### src/hw/rtl/gbsa_pkg.sv
package gbsa_pkg;

    localparam int ACC_W          = 48;
    localparam int ENTRY_W        = ACC_W + 1;
    localparam int WEIGHT_IN_W    = 32;
    localparam int WEIGHT_PORTS   = 4;
    localparam int CODES_PER_BYTE = 4;
    localparam int HDR_BYTES      = 3;
    localparam int COUNT_W        = 13;

    localparam logic signed [ACC_W-1:0] ACC_MAX = {1'b0, {(ACC_W-1){1'b1}}};
    localparam logic signed [ACC_W-1:0] ACC_MIN = {1'b1, {(ACC_W-1){1'b0}}};

    typedef enum logic [1:0] {
        ACT_GENO  = 2'd0,
        ACT_READ  = 2'd1,
        ACT_CLEAR = 2'd2,
        ACT_NONE  = 2'd3
    } t_action;

    typedef enum logic [1:0] {
        DOS_ZERO = 2'd0,
        DOS_ONE  = 2'd1,
        DOS_TWO  = 2'd2
    } t_dosage;

    typedef enum logic {
        S_IDLE = 1'b0,
        S_RUN  = 1'b1
    } t_state;

    // control of the write stage of every lane
    typedef struct packed {
        logic    valid;
        t_dosage dosage;
        logic    fresh;
    } t_rmw_ctl;

    // control of the read result stage
    typedef struct packed {
        logic valid;
        logic ok;
    } t_rd_ctl;

    function automatic t_dosage dosage_of(input logic [1:0] code);
        t_dosage d;
        case (code)
            2'b11:   d = DOS_TWO;
            2'b10:   d = DOS_ONE;
            default: d = DOS_ZERO;
        endcase
        return d;
    endfunction

endpackage

### src/hw/rtl/gbsa_out_if.sv
interface gbsa_out_if;
    logic               valid;
    logic               ready;
    logic signed [47:0] score_value;
    logic               score_saturated;

    modport source (
        output valid, score_value, score_saturated,
        input  ready
    );

    modport sink (
        input  valid, score_value, score_saturated,
        output ready
    );
endinterface

### src/hw/rtl/gbsa_merge.sv
module gbsa_merge
    import gbsa_pkg::*;
#(
    parameter int SCORE_COUNT = 4,
    localparam int SW = (SCORE_COUNT > 1) ? $clog2(SCORE_COUNT) : 1
) (
    input  logic               i_clk,
    input  logic               i_rst_n,
    input  logic [ENTRY_W-1:0] i_lane_entry [SCORE_COUNT],
    input  t_rd_ctl            i_rd,
    input  logic [SW-1:0]      i_rd_score,
    gbsa_out_if.source         o_score,
    output logic               o_skid_full
);

    logic [ENTRY_W-1:0] res;
    logic [ENTRY_W-1:0] r_out;
    logic [ENTRY_W-1:0] r_skid;
    logic               r_out_valid;
    logic               r_skid_valid;

    assign res = i_rd.ok ? i_lane_entry[i_rd_score] : '0;

    // output register with one skid entry behind it
    always_ff @(posedge i_clk) begin
        if (!i_rst_n) begin
            r_out_valid  <= 1'b0;
            r_skid_valid <= 1'b0;
        end else begin
            if (!r_out_valid || o_score.ready) begin
                if (r_skid_valid) begin
                    r_out        <= r_skid;
                    r_skid_valid <= 1'b0;
                end else if (i_rd.valid) begin
                    r_out       <= res;
                    r_out_valid <= 1'b1;
                end else begin
                    r_out_valid <= 1'b0;
                end
            end else if (i_rd.valid) begin
                r_skid       <= res;
                r_skid_valid <= 1'b1;
            end
        end
    end

    assign o_score.valid           = r_out_valid;
    assign o_score.score_value     = r_out[ACC_W-1:0];
    assign o_score.score_saturated = r_out[ACC_W];
    assign o_skid_full             = r_skid_valid;

endmodule

### src/flat_wrapper.sv
// flat-port wrapper written by rule: the top's interface ports become plain ports
module gbsa_merge_flat import gbsa_pkg::*;
#(
    parameter int SCORE_COUNT = 4,
    localparam int SW = (SCORE_COUNT > 1) ? $clog2(SCORE_COUNT) : 1
)
  (i_clk, i_rst_n, i_lane_entry, i_rd, i_rd_score, o_skid_full, o_score_valid, o_score_score_value, o_score_score_saturated, o_score_ready);
  gbsa_out_if o_score_i ();
  input  logic i_clk;
  input  logic i_rst_n;
  input  logic [ENTRY_W-1:0] i_lane_entry[SCORE_COUNT];
  input  t_rd_ctl i_rd;
  input  logic [SW-1:0] i_rd_score;
  output logic o_skid_full;
  output wire logic [$bits(o_score_i.valid)-1:0] o_score_valid;
  output wire logic [$bits(o_score_i.score_value)-1:0] o_score_score_value;
  output wire logic [$bits(o_score_i.score_saturated)-1:0] o_score_score_saturated;
  input wire logic [$bits(o_score_i.ready)-1:0] o_score_ready;
  assign o_score_valid = o_score_i.valid;
  assign o_score_score_value = o_score_i.score_value;
  assign o_score_score_saturated = o_score_i.score_saturated;
  assign o_score_i.ready = o_score_ready;
  gbsa_merge #(.SCORE_COUNT(SCORE_COUNT)) u_core (.i_clk(i_clk), .i_rst_n(i_rst_n), .i_lane_entry(i_lane_entry), .i_rd(i_rd), .i_rd_score(i_rd_score), .o_score(o_score_i), .o_skid_full(o_skid_full));
endmodule
### config.mk
export PLATFORM = sky130hd
export DESIGN_NAME = gbsa_merge_flat
export DESIGN_NICKNAME = d
export VERILOG_FILES = /design/src/hw/rtl/gbsa_pkg.sv /design/src/hw/rtl/gbsa_out_if.sv /design/src/hw/rtl/gbsa_merge.sv /design/src/flat_wrapper.sv
export SDC_FILE = /design/constraint.sdc
export NUM_CORES = 1
export LEC_CHECK = 0
export ABC_AREA = 1
export BUFFER_PORTS_ARGS = -buffer_cell sky130_fd_sc_hd__buf_2
export CAP_MARGIN = 20
export CORE_MARGIN = 2
export CORE_UTILIZATION = 45
export DETAILED_ROUTE_END_ITERATION = 10
export PLACE_DENSITY = 0.75
export SLEW_MARGIN = 15
export SYNTH_ARGS = -nofsm -noshare
export SYNTH_HDL_FRONTEND = slang
export SYNTH_SLANG_ARGS = --single-unit
### constraint.sdc
create_clock -name i_clk -period 10.5 [get_ports i_clk]
set_clock_uncertainty 0.2 [all_clocks]
set_input_delay 1.05 -clock i_clk [delete_from_list [all_inputs] [get_ports i_clk]]
set_output_delay 1.05 -clock i_clk [all_outputs]
set_load 0.1 [all_outputs]
# --- Word-level counts from Yosys, hierarchy flattened ---
# Cells that the tools add are included.
# Widths: inputs -> output; s select.
word_totals:
  latchBits: 0
  inputBits: 203
  ff_bits: 100
  ramBits: 0
  romBits: 0
  memories: 0
classes:
  order_cmp: 1
  n_reduce_logical: 7
  bitwise_logic: 4
  n_shift: 0
  div_mod_pow: 0
  add_sub_neg: 0
  mux: 7
  eq_ne: 0
  multipliers: 0
op_table:
  columns: ["op", "count"]
  rows:
  - ["$mux 49", 5]
  - ["$bmux 49 s2", 1]
  - ["$reduce_and 3->1", 2]
  - ["$ge 3x3->1 const B", 1]
  - ["$not 1->1", 3]
  - ["$not 2->3", 1]
  - ["$reduce_and 2->1", 1]
  - ["$reduce_bool 2->1", 1]
  - ["$reduce_or 2->1", 1]
  - ["$logic_not 1->1", 1]
  - ["$logic_or 1x1->1", 1]
  - ["$mux 1", 1]

# --- Logic depth before layout (Yosys ltp) ---
logic_depth:
  depth_word: 7
  ltp_mapped: 9
  depth_no_buf: 6

# --- Worst setup path after synthesis ---
# No wires, ideal clock.
synth_timing:
  path_type: "register to register"
  from: "reg u_core.r_skid_valid, in the netlist u_core.o_skid_full"
  to: "reg u_core.r_out[0] (enable)"
  synth_period_minus_slack_ps: 4108
  setup_ps: 457
  t_arrival_ps: 3450
  path_buffers: 1
  slack_ps: 6392
  path_stages_with_launch: 5
  cell_sequence: "dfxtp_1 buf_2 o21a_1 inv_1 nor2_1"
synth_via:
  elab_chain_cells: 2
synth_rtl:
  columns: ["element", "line", "source"]
  rows:
  - ["start, declared", "gbsa_merge.sv:20", "logic r_skid_valid;"]
  - ["start signal, assigned", "gbsa_merge.sv:28", "r_skid_valid <= 1'b0;"]
  - ["start signal, assigned", "gbsa_merge.sv:33", "r_skid_valid <= 1'b0;"]
  - ["start signal, assigned", "gbsa_merge.sv:42", "r_skid_valid <= 1'b1;"]
  - ["$reduce_bool 2->1 (no line)", null, null]
  - ["$reduce_and 3->1 (no line)", null, null]
  - ["end signal, assigned", "gbsa_merge.sv:32", "r_out <= r_skid;"]
  - ["end signal, assigned", "gbsa_merge.sv:35", "r_out <= res;"]
  - ["end, declared", "gbsa_merge.sv:17", "logic [ENTRY_W-1:0] r_out;"]
# Every way passes these cells.
# A chain may end at the register's enable or synchronous reset.

# --- Worst setup path after layout ---
layout_timing:
  from: "reg u_core.r_skid_valid, in the netlist u_core.o_skid_full"
  to: "out o_skid_full"
layout_rtl:
  columns: ["element", "line", "source"]
  rows:
  - ["end, declared", "flat_wrapper.sv:14", "output logic o_skid_full;"]
# No word-level cell between the ends.

==> results.toml <==
[global_route]
first_global_vias = 5414
grt_start_max_net_pins = 100
global_route.usage.total = 0.215
overflow = 0
antenna_found_initial = 0
grt_first_pass_wirelength_mm = 25.6

[drt]
detail_route.wl_per_cell_microns = 12.6
vias = 6086
drt_iter0_markers = 336
remaining_drc_errors = 0
detail_route.wirelength_mm = 16.4
via_per_inst = 4.67
drt.antenna.violating_nets = 0
drt_first_pass_iters = 6

[synthesis]
synth.area.mux_share = 0
xor_xnor_share_of_the_synthesized_area = 0
area_leader_netlist = "sky130_fd_sc_hd__edfxtp_1"
post_synth_fa_ha_maj_area_fraction = 0
synth_area_leaders = "sky130_fd_sc_hd__edfxtp_1 (46%), sky130_fd_sc_hd__nand2_1 (20%), sky130_fd_sc_hd__inv_1 (12%)"
synth_seq_area_share = 0.471
yosys_register_bits = 100
number_of_instances_in_the_synthesized_netlist = 904
synth_compound_gate_area_share = 0.0415
avgSynthCellArea_sq_um = 7.01
netlist_area_sq_um = 6340
combinational_family_with_the_most_area_after_synthesis = "simple AND/OR/NAND/NOR gates"
fraction_of_post_synthesis_cell_area_in_the_top_cell_type_by_area = 0.464
yosys.area_share.simple = 0.322
syn_nets = 1107
post_synth_num_cell_types = 18
yosysWarningCount = 0

[clock_network]
post_cts_resize_count = 0
cts.clk_slew.worst_paths_ns = 0.06
clock_tree_root_driver_cell = "sky130_fd_sc_hd__clkbuf_16"
numCtsBuffers = 9
cts_tree = "yes"
worst_skew_pair.late_latency_ns = 0.34
clock_sinks = 100
ctsHtreeMaxLevel = 3
post_cts_buffers = 0
ctsHoldBuffers = 0
cts_max_path_buffers = 2

[floorplanning]
die_width_microns = 123
rows = 43
design.core.area_sq_um = 13800
dieArea_sq_um = 15000
io_pins = 254
die_height_microns = 123
initial_core_util = 0.458

[worst_hold_path]
hold_class = "reg2reg"
whs_endpoint = "u_core.r_out[26]"
hold_depth = 2
hold_start = "u_core.r_skid[26]"

[timing]
timing.final.hold_violations = 0
slew_viol_final = 0
max_clock_freq_mhz = 312
timing.slew.headroom = 0.293
tightestPinTransition_ns = 1.06
rsz0062_at_grt = "no"
period_share = 0.305
timing.hold.ws_ns = 0.316
setup_total_negative_slack_ns = 0
final_critical_path_required_period_ns = 3.20
setup-violations-final = 0
pnr_worst_setup_slack_ns = 7.30

[setup_path]
path_class = "reg2out"
startpoint_type = "flop"
ff2ff_setup_slack_ns = 7.92
worst_path_largest_cell_delay_ns = 1.03
dominant_delay_contributor_by_cell_family_on_the_critical_path = "flip-flops"
critical_path.n_buffers_inverters = 1
required_ns = 9.25
rr_endpoint = "u_core.r_out[24]"
worstPathMaxFanout = 52
critical_path.reg2reg.startpoint = "u_core.o_skid_full"
ff2ff_path_depth = 3
worst_ep_arrival_time_ns = 1.95
timing.critical_path.to_type = "primary output"
cp_cell_sequence = "buf_2"
cpMaxStageDelayCell = "sky130_fd_sc_hd__dfxtp_2"

[cells_and_area]
final_common_cell = "sky130_fd_sc_hd__nand2_1"
layout_common_cells = "sky130_fd_sc_hd__nand2_1 (345), sky130_fd_sc_hd__buf_2 (252), sky130_fd_sc_hd__inv_1 (199), sky130_fd_sc_hd__nand3_1 (147), sky130_fd_sc_hd__edfxtp_1 (98)"
areaGrowthSynthToFinish_pct = 24.4
layout.nets = 1321
multi_input_area_sq_um = 2320
n_antenna_cell = 0
filler_cell_count = 1344
final_layout_size_suffix_gt1_frac = 0.248
seq_area_sq_um = 2980

[placement]
place.gp.congestion = 0.767
place_hpwl_mm = 10.7
preCtsSetupSlack_ns = 7.11
port_buffers = 253

[outcome]
status = "finished clean"

[power_and_ir_drop]
cellLeakagePower_uw = 0.00448
p_per_area_nw_per_um2 = 132
vdd_ir_drop_max_mv = 0.0631

[run]
drv.max_cap_violation_count = 0
cells by family after synthesis:
logic type / after synthesis
and+or+nand+nor: 495
AOI/OAI and AO/OA: 52
DFF: 100
buffers and inverters: 257
registers in the layout, indices dropped and copies added (netlist names):
name,cells
u_core.o_skid_full,1
u_core.o_score.valid,1
u_core.r_out,49
u_core.r_skid,49
where the power goes:
group	switching (uW)	internal [uW]	leakage [uW]
logic	178	70.9	0.00342
registers	5.60	459	0.000920
clock network	143	183	0.000139
total	327	714	0.00448
per-layer routing:
| metal | track usage | share of wire | vias to the layer above |
|---|---|---|---|
| met3 | 0.0372 | 0.067 | 22 |
| met1 | 0.276 | 0.44 | 2650 |
| li1 | - | - | 3194 |
| met4 | 0.0733 | 0.016 | 0 |
| met5 | 0 | 0 | - |
| met2 | 0.364 | 0.48 | 220 |
layout make-up:
type / instances / area share
Clock buffer: 9 / 0.0286
Tap cell: 180 / 0.0286
Multi-Input combinational cell: 547 / 0.294
Inverter: 203 / 0.0970
Sequential cell: 100 / 0.378
Timing Repair Buffer: 257 / 0.165
Clock inverter: 7 / 0.00857
stage by stage:
step / util / total power (uW) / area [sq um] / instances
after floorplan: - / 657 / 6340 / 904
after global placement: 0.549 / 721 / 7590 / 1287
after detailed placement: 0.549 / 724 / 7590 / 1287
after CTS: 0.570 / 1050 / 7890 / 1303
after global routing: 0.570 / 1090 / 7890 / 1303
final: 0.570 / 1040 / 7890 / 1303
worst max-delay path by stage:
stage | startpoint | end | slack [ns] | cells past startpoint
final | u_core.o_skid_full | o_skid_full | 7.30 | 1
after global routing | u_core.o_skid_full | o_skid_full | 7.17 | 1
after CTS | u_core.o_skid_full | o_skid_full | 7.23 | 1
after detailed placement | i_rd_score[0] | u_core.r_out[4] | 7.11 | 7
after global placement | i_rd_score[0] | u_core.r_out[1] | 7.12 | 7
after floorplan | u_core.o_skid_full | u_core.r_out[0] | 6.39 | 4
cells in the mapped netlist (all sizes together):
master    n
inv     202
o21a      1
o21ai     1
edfxtp   98
nor2      3
dfxtp     2
nand2   345
clkbuf   15
nand3   147
a21oi    50
clkinv    1
buf      39
No activity file was read; power rests on OpenSTA's default activity.
